[src/rtl/rgb565_coverage_blend_unit_assert.svh]
// Assertion macros shared by the blend unit modules.
// RCB_ASSERT_NOW checks the consequent in the same cycle as the antecedent.
// RCB_ASSERT_NEXT checks the consequent in the cycle after the antecedent.
`ifndef RGB565_COVERAGE_BLEND_UNIT_ASSERT_SVH
`define RGB565_COVERAGE_BLEND_UNIT_ASSERT_SVH
`ifndef SYNTHESIS
`define RCB_ASSERT_NOW(lbl, clk, rst_n, ante, cons) \
	lbl: assert property (@(posedge clk) disable iff (!rst_n) (ante) |-> (cons)) \
		else $error("blend unit assertion failed");
`define RCB_ASSERT_NEXT(lbl, clk, rst_n, ante, cons) \
	lbl: assert property (@(posedge clk) disable iff (!rst_n) (ante) |=> (cons)) \
		else $error("blend unit assertion failed");
`else
`define RCB_ASSERT_NOW(lbl, clk, rst_n, ante, cons)
`define RCB_ASSERT_NEXT(lbl, clk, rst_n, ante, cons)
`endif
`endif

[src/rtl/rcb_pkg.sv]
`timescale 1ns / 1ps
package rcb_pkg;

	localparam int unsigned ADDR_W = 5;

	localparam logic [2:0] REG_RESULT_MASK_A = 3'd0;
	localparam logic [2:0] REG_SPREAD_MASK_A = 3'd1;
	localparam logic [2:0] REG_RESULT_MASK_B = 3'd2;
	localparam logic [2:0] REG_SPREAD_MASK_B = 3'd3;
	localparam logic [2:0] REG_INK_COLOR     = 3'd4;
	localparam logic [2:0] REG_SHADE_COLOR   = 3'd5;
	localparam logic [2:0] REG_SHADE_ENABLE  = 3'd6;

	typedef struct packed {
		logic [7:0]  coverage;
		logic [15:0] dest_pixel;
	} rcb_in_t;

	typedef struct packed {
		logic [15:0] blended_pixel;
		logic        write_enable;
	} rcb_out_t;

	// Working colour carried between the two blends, full 32-bit intermediate
	typedef struct packed {
		logic [31:0] color;
		logic [7:0]  coverage;
	} rcb_item_t;

	typedef struct packed {
		logic [31:0] result_mask_a;
		logic [31:0] spread_mask_a;
		logic [31:0] result_mask_b;
		logic [31:0] spread_mask_b;
	} rcb_masks_t;

	typedef struct packed {
		rcb_masks_t  masks;
		logic [15:0] ink_color;
		logic [15:0] shade_color;
		logic        shade_enable;
	} rcb_cfg_t;

	// Widen a 4-bit alpha to a 0..16 weight
	function automatic logic [4:0] widen_alpha(input logic [3:0] a);
		widen_alpha = {1'b0, a} + {4'b0, a[3]};
	endfunction

endpackage

[src/rtl/rgb565_coverage_blend_unit.sv]
`timescale 1ns / 1ps
// RGB565 coverage blend: glyph coverage byte plus destination pixel in, blended pixel out.
// Input channel src (src_valid/src_ready/src_data): one beat per pixel, carrying the
// coverage byte (high nibble ink alpha, low nibble shadow alpha) and the current pixel.
// Output channel dst (dst_valid/dst_ready/dst_data): one beat per input beat, in order,
// with the blended pixel and a write enable that is low for zero coverage.
// Configuration through the APB port: masks, ink and shade colours, shade enable, at
// byte addresses 0x00..0x18; write them only while no beat is in flight.
// A beat accepted on src passes both stages of each blend, then the output register, to dst.
// Throughput: one beat per cycle while src_ready stays high, set by the four-stage blend pipeline (two stages
// per blend: the two weight multiplies, then the masked sum and shift) followed by a
// two-entry output buffer.
// Reset empties the pipeline and the output buffer and clears the configuration registers to zero.
// When dst stalls, the buffer parks one extra beat; only then does src_ready drop and
// the whole pipeline hold, so no beat is lost or repeated.
module rgb565_coverage_blend_unit
	import rcb_pkg::*;
(
	input  logic              clk,
	input  logic              arst_n,
	input  logic              psel,
	input  logic              penable,
	input  logic              pwrite,
	input  logic [ADDR_W-1:0] paddr,
	input  logic [31:0]       pwdata,
	output logic [31:0]       prdata,
	output logic              pready,
	input  logic              src_valid,
	output logic              src_ready,
	input  rcb_in_t           src_data,
	output logic              dst_valid,
	input  logic              dst_ready,
	output rcb_out_t          dst_data
);

	rcb_cfg_t  cfg;
	logic      en;
	rcb_item_t item_in, item_mid, item_end;
	logic      vld_mid, vld_end;
	logic      shade_apply, ink_apply;
	rcb_out_t  res;

	rcb_regs u_regs (
		.clk     (clk),
		.arst_n  (arst_n),
		.psel    (psel),
		.penable (penable),
		.pwrite  (pwrite),
		.paddr   (paddr),
		.pwdata  (pwdata),
		.prdata  (prdata),
		.pready  (pready),
		.cfg     (cfg)
	);

	// Advance the pipeline whenever the output buffer has room
	assign src_ready = en;

	assign item_in.color    = {16'b0, src_data.dest_pixel};
	assign item_in.coverage = src_data.coverage;

	// Shadow blend: only with shade enabled and a nonzero low nibble
	assign shade_apply = cfg.shade_enable && (src_data.coverage[3:0] != 4'd0);

	rcb_blend u_shade (
		.clk      (clk),
		.arst_n   (arst_n),
		.en       (en),
		.masks    (cfg.masks),
		.vld_in   (src_valid),
		.item_in  (item_in),
		.key      (cfg.shade_color),
		.weight   (widen_alpha(src_data.coverage[3:0])),
		.apply    (shade_apply),
		.vld_out  (vld_mid),
		.item_out (item_mid)
	);

	// Ink blend on top of the shadow result, driven by the high nibble
	assign ink_apply = item_mid.coverage[7:4] != 4'd0;

	rcb_blend u_ink (
		.clk      (clk),
		.arst_n   (arst_n),
		.en       (en),
		.masks    (cfg.masks),
		.vld_in   (vld_mid),
		.item_in  (item_mid),
		.key      (cfg.ink_color),
		.weight   (widen_alpha(item_mid.coverage[7:4])),
		.apply    (ink_apply),
		.vld_out  (vld_end),
		.item_out (item_end)
	);

	// Cut the intermediate colour to 16 bits; drop the write for zero coverage
	assign res.blended_pixel = item_end.color[15:0];
	assign res.write_enable  = item_end.coverage != 8'd0;

	rcb_skid u_skid (
		.clk       (clk),
		.arst_n    (arst_n),
		.vld_in    (vld_end),
		.data_in   (res),
		.ready     (en),
		.vld_out   (dst_valid),
		.ready_out (dst_ready),
		.data_out  (dst_data)
	);

endmodule

[src/rtl/rcb_regs.sv]
`timescale 1ns / 1ps
module rcb_regs
	import rcb_pkg::*;
(
	input  logic              clk,
	input  logic              arst_n,
	input  logic              psel,
	input  logic              penable,
	input  logic              pwrite,
	input  logic [ADDR_W-1:0] paddr,
	input  logic [31:0]       pwdata,
	output logic [31:0]       prdata,
	output logic              pready,
	output rcb_cfg_t          cfg
);

	rcb_cfg_t   cfg_q;
	logic       wr_en;
	logic [2:0] idx;

	assign pready = 1'b1;
	assign wr_en  = psel & penable & pwrite;
	assign idx    = paddr[ADDR_W-1:2];
	assign cfg    = cfg_q;

	always_ff @(posedge clk or negedge arst_n) begin
		if (!arst_n) begin
			cfg_q <= '0;
		end else if (wr_en) begin
			case (idx)
				REG_RESULT_MASK_A: cfg_q.masks.result_mask_a <= pwdata;
				REG_SPREAD_MASK_A: cfg_q.masks.spread_mask_a <= pwdata;
				REG_RESULT_MASK_B: cfg_q.masks.result_mask_b <= pwdata;
				REG_SPREAD_MASK_B: cfg_q.masks.spread_mask_b <= pwdata;
				REG_INK_COLOR:     cfg_q.ink_color <= pwdata[15:0];
				REG_SHADE_COLOR:   cfg_q.shade_color <= pwdata[15:0];
				REG_SHADE_ENABLE:  cfg_q.shade_enable <= pwdata[0];
				default: ;
			endcase
		end
	end

	always_comb begin
		case (idx)
			REG_RESULT_MASK_A: prdata = cfg_q.masks.result_mask_a;
			REG_SPREAD_MASK_A: prdata = cfg_q.masks.spread_mask_a;
			REG_RESULT_MASK_B: prdata = cfg_q.masks.result_mask_b;
			REG_SPREAD_MASK_B: prdata = cfg_q.masks.spread_mask_b;
			REG_INK_COLOR:     prdata = {16'b0, cfg_q.ink_color};
			REG_SHADE_COLOR:   prdata = {16'b0, cfg_q.shade_color};
			REG_SHADE_ENABLE:  prdata = {31'b0, cfg_q.shade_enable};
			default:           prdata = '0;
		endcase
	end

endmodule

[src/rtl/rcb_blend.sv]
`timescale 1ns / 1ps
`include "rgb565_coverage_blend_unit_assert.svh"
module rcb_blend
	import rcb_pkg::*;
(
	input  logic        clk,
	input  logic        arst_n,
	input  logic        en,
	input  rcb_masks_t  masks,
	input  logic        vld_in,
	input  rcb_item_t   item_in,
	input  logic [15:0] key,
	input  logic [4:0]  weight,
	input  logic        apply,
	output logic        vld_out,
	output rcb_item_t   item_out
);

	logic [31:0] ca, cb, ka, kb, pa, pb;
	logic        vld_s1, vld_s2;
	logic        apply_s1;
	rcb_item_t   item_s1, item_s2;
	logic [31:0] pa_s1, pb_s1, ca16_s1, cb16_s1;
	logic [31:0] ta, tb, sum;

	// Split channels into two groups and scale the colour difference
	assign ca = masks.spread_mask_a & item_in.color;
	assign cb = masks.spread_mask_b & item_in.color;
	assign ka = masks.spread_mask_a & {16'b0, key};
	assign kb = masks.spread_mask_b & {16'b0, key};
	assign pa = {27'b0, weight} * (ka - ca);
	assign pb = {27'b0, weight} * (kb - cb);

	always_ff @(posedge clk or negedge arst_n) begin
		if (!arst_n) begin
			vld_s1 <= 1'b0;
			vld_s2 <= 1'b0;
		end else if (en) begin
			vld_s1 <= vld_in;
			vld_s2 <= vld_s1;
		end
	end

	always_ff @(posedge clk) begin
		if (en) begin
			item_s1  <= item_in;
			apply_s1 <= apply;
			pa_s1    <= pa;
			pb_s1    <= pb;
			ca16_s1  <= {ca[27:0], 4'b0};
			cb16_s1  <= {cb[27:0], 4'b0};
		end
	end

	// Recombine the groups and drop the weight scale
	assign ta  = masks.result_mask_a & (ca16_s1 + pa_s1);
	assign tb  = masks.result_mask_b & (cb16_s1 + pb_s1);
	assign sum = ta + tb;

	always_ff @(posedge clk) begin
		if (en) begin
			item_s2.coverage <= item_s1.coverage;
			item_s2.color    <= apply_s1 ? {4'b0, sum[31:4]} : item_s1.color;
		end
	end

	assign vld_out  = vld_s2;
	assign item_out = item_s2;

	`RCB_ASSERT_NEXT(a_bypass_keeps_color, clk, arst_n, en && vld_s1 && !apply_s1, item_s2.color == $past(item_s1.color))

endmodule

[src/rtl/rcb_skid.sv]
`timescale 1ns / 1ps
`include "rgb565_coverage_blend_unit_assert.svh"
module rcb_skid
	import rcb_pkg::*;
(
	input  logic     clk,
	input  logic     arst_n,
	input  logic     vld_in,
	input  rcb_out_t data_in,
	output logic     ready,
	output logic     vld_out,
	input  logic     ready_out,
	output rcb_out_t data_out
);

	logic     out_vld_q, spare_vld_q;
	rcb_out_t out_q, spare_q;
	logic     push, take;

	assign ready    = !spare_vld_q;
	assign push     = vld_in && !spare_vld_q;
	assign take     = !out_vld_q || ready_out;
	assign vld_out  = out_vld_q;
	assign data_out = out_q;

	always_ff @(posedge clk or negedge arst_n) begin
		if (!arst_n) begin
			out_vld_q   <= 1'b0;
			spare_vld_q <= 1'b0;
		end else if (take) begin
			out_vld_q   <= spare_vld_q || push;
			spare_vld_q <= 1'b0;
		end else if (push) begin
			spare_vld_q <= 1'b1;
		end
	end

	always_ff @(posedge clk) begin
		if (take) begin
			out_q <= spare_vld_q ? spare_q : data_in;
		end else if (push) begin
			spare_q <= data_in;
		end
	end

	`RCB_ASSERT_NOW(a_spare_needs_out, clk, arst_n, spare_vld_q, out_vld_q)
	`RCB_ASSERT_NEXT(a_stalled_beat_parks, clk, arst_n, push && out_vld_q && !ready_out, spare_vld_q)
	`RCB_ASSERT_NEXT(a_spare_drains, clk, arst_n, spare_vld_q && ready_out, !spare_vld_q && out_vld_q)

endmodule
[config.mk]
export PLATFORM = sky130hd
export DESIGN_NAME = rgb565_coverage_blend_unit
export DESIGN_NICKNAME = d
export VERILOG_FILES = /design/src/rtl/rcb_pkg.sv /design/src/rtl/rgb565_coverage_blend_unit.sv /design/src/rtl/rcb_regs.sv /design/src/rtl/rcb_blend.sv /design/src/rtl/rcb_skid.sv
export VERILOG_INCLUDE_DIRS = /design/src /design/src/rtl
export SDC_FILE = /design/constraint.sdc
export NUM_CORES = 2
export LEC_CHECK = 0
export CAP_MARGIN = 25
export CORE_MARGIN = 3
export CORE_UTILIZATION = 57
export DETAILED_ROUTE_END_ITERATION = 6
export DONT_BUFFER_PORTS = 1
export GPL_TIMING_DRIVEN = 1
export HOLD_SLACK_MARGIN = 0.1
export PLACE_DENSITY_LB_ADDON = 0.25
export SKIP_LAST_GASP = 1
export SLEW_MARGIN = 20
export SYNTH_ARGS = -nofsm -noshare
export SYNTH_HDL_FRONTEND = slang
export SYNTH_SLANG_ARGS = --single-unit
export TNS_END_PERCENT = 50
[constraint.sdc]
create_clock -name clk -period 8.09 [get_ports clk]
set_input_delay 1.2135 -clock clk [delete_from_list [all_inputs] [get_ports clk]]
set_output_delay 1.2135 -clock clk [all_outputs]
set_load 0.02 [all_outputs]
==> impl_metrics.py <==
metrics = {
    "grt": {
        "overflow": 0,
        "grt_pass1_vias": 26960,
        "antenna_found_initial": 3,
        "track_usage_pct": 28.26,
        "grt_max_degree": 168,
        "grt_pass1_wl_um": 145400,
    },
    "synth": {
        "synthAdderAreaFrac_pct": 21.78,
        "yosys_warnings": 0,
        "synth_most_common_cell": "inv_1",
        "synth-compound-area-share_pct": 10.20,
        "synth_area_leaders": "edfxtp_1, fa_1, dfrtp_1",
        "avgSynthCellArea_um2": 10.31,
        "synth_area_um2": 35500,
        "synth_edf_count": 288,
        "synth_top_family_by_area": "adder cells",
        "ys_types": 74,
        "syn_inst": 3444,
        "synth_top_area_share_pct": 24.36,
        "synthFlopType": "edfxtp_1",
        "syn-num-nets": 3998,
        "synth_area_leader_cell": "edfxtp_1",
        "yosys.area_share.simple_pct": 14.40,
        "async_reset_ff_share_pct": 36.70,
        "synth_xor_area_share_pct": 5.968,
        "ys_ff_latch": 455,
        "yosysSeqAreaShare_pct": 36.14,
        "muxShareOfSynthArea_pct": 6.613,
        "ys_top_cells_by_count": "inv_1, nor2_1, edfxtp_1",
    },
    "sta": {
        "setup_ws_ns": 0.6057,
        "max_freq_ghz": 0.1336,
        "relSlewSlack_pct": 18.38,
        "hold_viol_final": 0,
        "tightest_slew_ns": 1.193,
        "setup_tns_ns": 0,
        "finalCritPeriodShare_pct": 92.51,
        "maxSlewViolCount": 0,
        "min_period_ns": 7.484,
        "holdWs_ns": 0.3058,
        "finalSetupViolCount": 0,
        "skew_ns": 0.01840,
        "rsz0062_at_grt": "false",
    },
    "clock_network": {
        "clk_path_buf_depth": 3,
        "cts_buffers": 49,
        "cts-hold-fix-buffers": 0,
        "htreeDepth": 2,
        "cts_resized": 0,
        "post_cts_buffers": 0,
        "cts_tree": "yes",
        "cts.sink_count": 455,
        "cts-root-buf": "clkbuf_16",
        "clkTransAtPathRegs_ns": 0.06,
        "worst_skew_pair.late_latency_ns": 0.61,
    },
    "worst_setup_path": {
        "critPathLaunchType": "flip-flop",
        "cp-end-kind": "flip-flop",
        "crit_path_max_incr_delay_ns": 0.64,
        "slowest_stage": "o41ai_1",
        "r2r_setup_slack_ns": 0.61,
        "endpoint": "u_ink.pa_s1[19]",
        "crit_chain": "nand2_1 > ha_1 > nor2b_1 > o31a_1 > o41ai_1 > o21ba_2 > o21bai_1 > a21oi_1 > xor2_1 > nor2_1 > fa_1 > fa_1 > inv_1 > fa_1 > inv_1 > ha_1 > or2_2 > a21oi_1 > a31oi_1 > a21oi_1 > o21bai_1 > a31oi_1 > xnor3_1 > xnor3_1",
        "arrival_ns": 7.83,
        "crit_buf_inv": 2,
        "crit_cells": 24,
        "reg2reg_to": "u_ink.pa_s1[19]",
        "worst-path-max-fanout": 6,
        "critPathKind": "flip-flop to flip-flop",
        "r2r_cells": 24,
        "critPathRequiredTime_ns": 8.43,
        "crit_start": "u_regs.cfg[98]",
        "rr_startpoint": "u_regs.cfg[98]",
        "cp_top_family": "compound AO/OA/AOI/OAI gates",
    },
    "floorplan": {
        "die_x_um": 255.6,
        "dieArea_um2": 65310,
        "core_um2": 61030,
        "die_h_um": 255.6,
        "fp-row-count": 90,
        "ioPinCount": 120,
        "start_util_pct": 58.16,
    },
    "placed_design": {
        "dp_cells": 4238,
        "dp_slack_ns": 0.4540,
        "portBuffers": 0,
        "place.gp.congestion": 0.9315,
        "post-dp-hpwl_um": 72890,
    },
    "route": {
        "via_per_inst": 5.971,
        "wl_um": 92870,
        "drt_iter0_markers": 1881,
        "route.detailed.drc": 0,
        "antenna_left": 0,
        "vias": 25850,
        "dr.pass1.iters": 6,
        "wire_per_inst_um": 21.45,
    },
    "cells_and_area": {
        "fillers": 4937,
        "area.growth.synth_to_final_pct": 8.040,
        "diodes": 0,
        "multi_input_area_um2": 21000,
        "regArea_um2": 12830,
        "layout-drive-gt1-share_pct": 11.05,
        "finalNetCount": 4015,
        "final_cell_count_no_fill": 4330,
    },
    "job": {
        "maxCapViolations": 0,
    },
    "hold_path": {
        "hp-class": "input port to asynchronous set/reset pin",
    },
    "status": {
        "status": "finished, final reports clean",
    },
}
-- routing by layer --
layer  track usage (%)  routed length [um]  vias to the layer above
li1                  -                   -                    11830
met2             48.83               45520                      851
met4             9.519                3199                        4
met1             36.32               37980                    12990
met5                 0                  26                        -
met3             4.670                6146                      179
-- area by class of cell --
class,instances,area share (%)
Clock inverter,22,0.6166
Sequential cell,455,33.45
Tap cell,828,2.701
Multi-Input combinational cell,2528,54.75
Timing Repair Buffer,41,0.9005
Clock buffer,70,3.788
Inverter,386,3.798
-- per-stage QoR --
step           utilization, %  cell area [um2]
2_1_floorplan               -            35500
3_3_place_gp            60.00            36620
3_5_place_dp            60.07            36660
4_1_cts                 62.84            38350
5_1_grt                 62.84            38350
6_report                62.84            38350
-- cell families (layout without fill, tap and decap cells) --
kind of cell / Yosys count / after routing
simple gates: 1055 / 1055
compound gates: 543 / 543
fa+ha+maj: 486 / 486
buf+inv: 461 / 519
flops: 455 / 455
xor+xnor: 234 / 234
mux: 209 / 209
other cells: 1 / 1
-- worst min path at each step --
stage                                   end  slack [ns]  cells after the start           startpoint
after floorplan           u_ink.item_out[0]        0.40                      0     u_ink.item_s1[0]
after global placement     u_ink.item_s1[2]        0.40                      0  u_shade.item_out[2]
after detailed placement  u_ink.item_out[2]        0.40                      0     u_ink.item_s1[2]
after CTS                   u_shade.vld_out        0.28                      0               arst_n
after global routing        u_shade.vld_out        0.28                      0               arst_n
final                       u_shade.vld_out        0.31                      0               arst_n
-- registers in the layout, indices dropped and copies added, names as in the netlist, 16 cells and up --
| name | count |
|---|---|
| u_regs.cfg | 161 |
| u_shade.item_out | 28 |
| u_ink.item_out | 24 |
| u_ink.item_s1 | 24 |
| u_shade.item_s1 | 24 |
| u_shade.pa_s1 | 24 |
| u_shade.pb_s1 | 24 |
| u_ink.pa_s1 | 20 |
| u_ink.pb_s1 | 20 |
| u_skid.data_out | 17 |
| u_skid.spare_q | 17 |
| u_ink.ca16_s1 | 16 |
| u_ink.cb16_s1 | 16 |
| u_shade.ca16_s1 | 16 |
| u_shade.cb16_s1 | 16 |
-- layout by cell type (no fill, tap or decap), drive strengths merged, types with 29 or more instances in the layout --
cell type  netlist  layout
a21o            64      64
a21oi          140     140
a22oi           79      79
and2           218     218
buf              4      41
clkbuf          71      70
dfrtp          167     167
edfxtp         288     288
fa             220     220
ha             266     266
inv            385     394
mux2           204     204
nand2          255     255
nand2b          29      29
nand3           62      62
nor2           303     303
nor3            58      58
o21ai           76      76
o21bai          34      34
or2             31      31
xnor2          141     141
xor2            88      88
-- worst register-to-register path, stage by stage, from the launching register on --
cell	delay [ns]
dfrtp_1	0.49
nand2_1	0.17
ha_1	0.31
nor2b_1	0.14
o31a_1	0.28
o41ai_1	0.64
o21ba_2	0.25
o21bai_1	0.10
a21oi_1	0.19
xor2_1	0.54
nor2_1	0.16
fa_1	0.52
fa_1	0.50
inv_1	0.06
fa_1	0.48
inv_1	0.05
ha_1	0.32
or2_2	0.29
a21oi_1	0.16
a31oi_1	0.09
a21oi_1	0.28
o21bai_1	0.16
a31oi_1	0.23
xnor3_1	0.43
xnor3_1	0.37
Power is left out: the tool's default activity adds up to more than one toggle a clock period on the data nets, which glitch-free logic cannot reach.
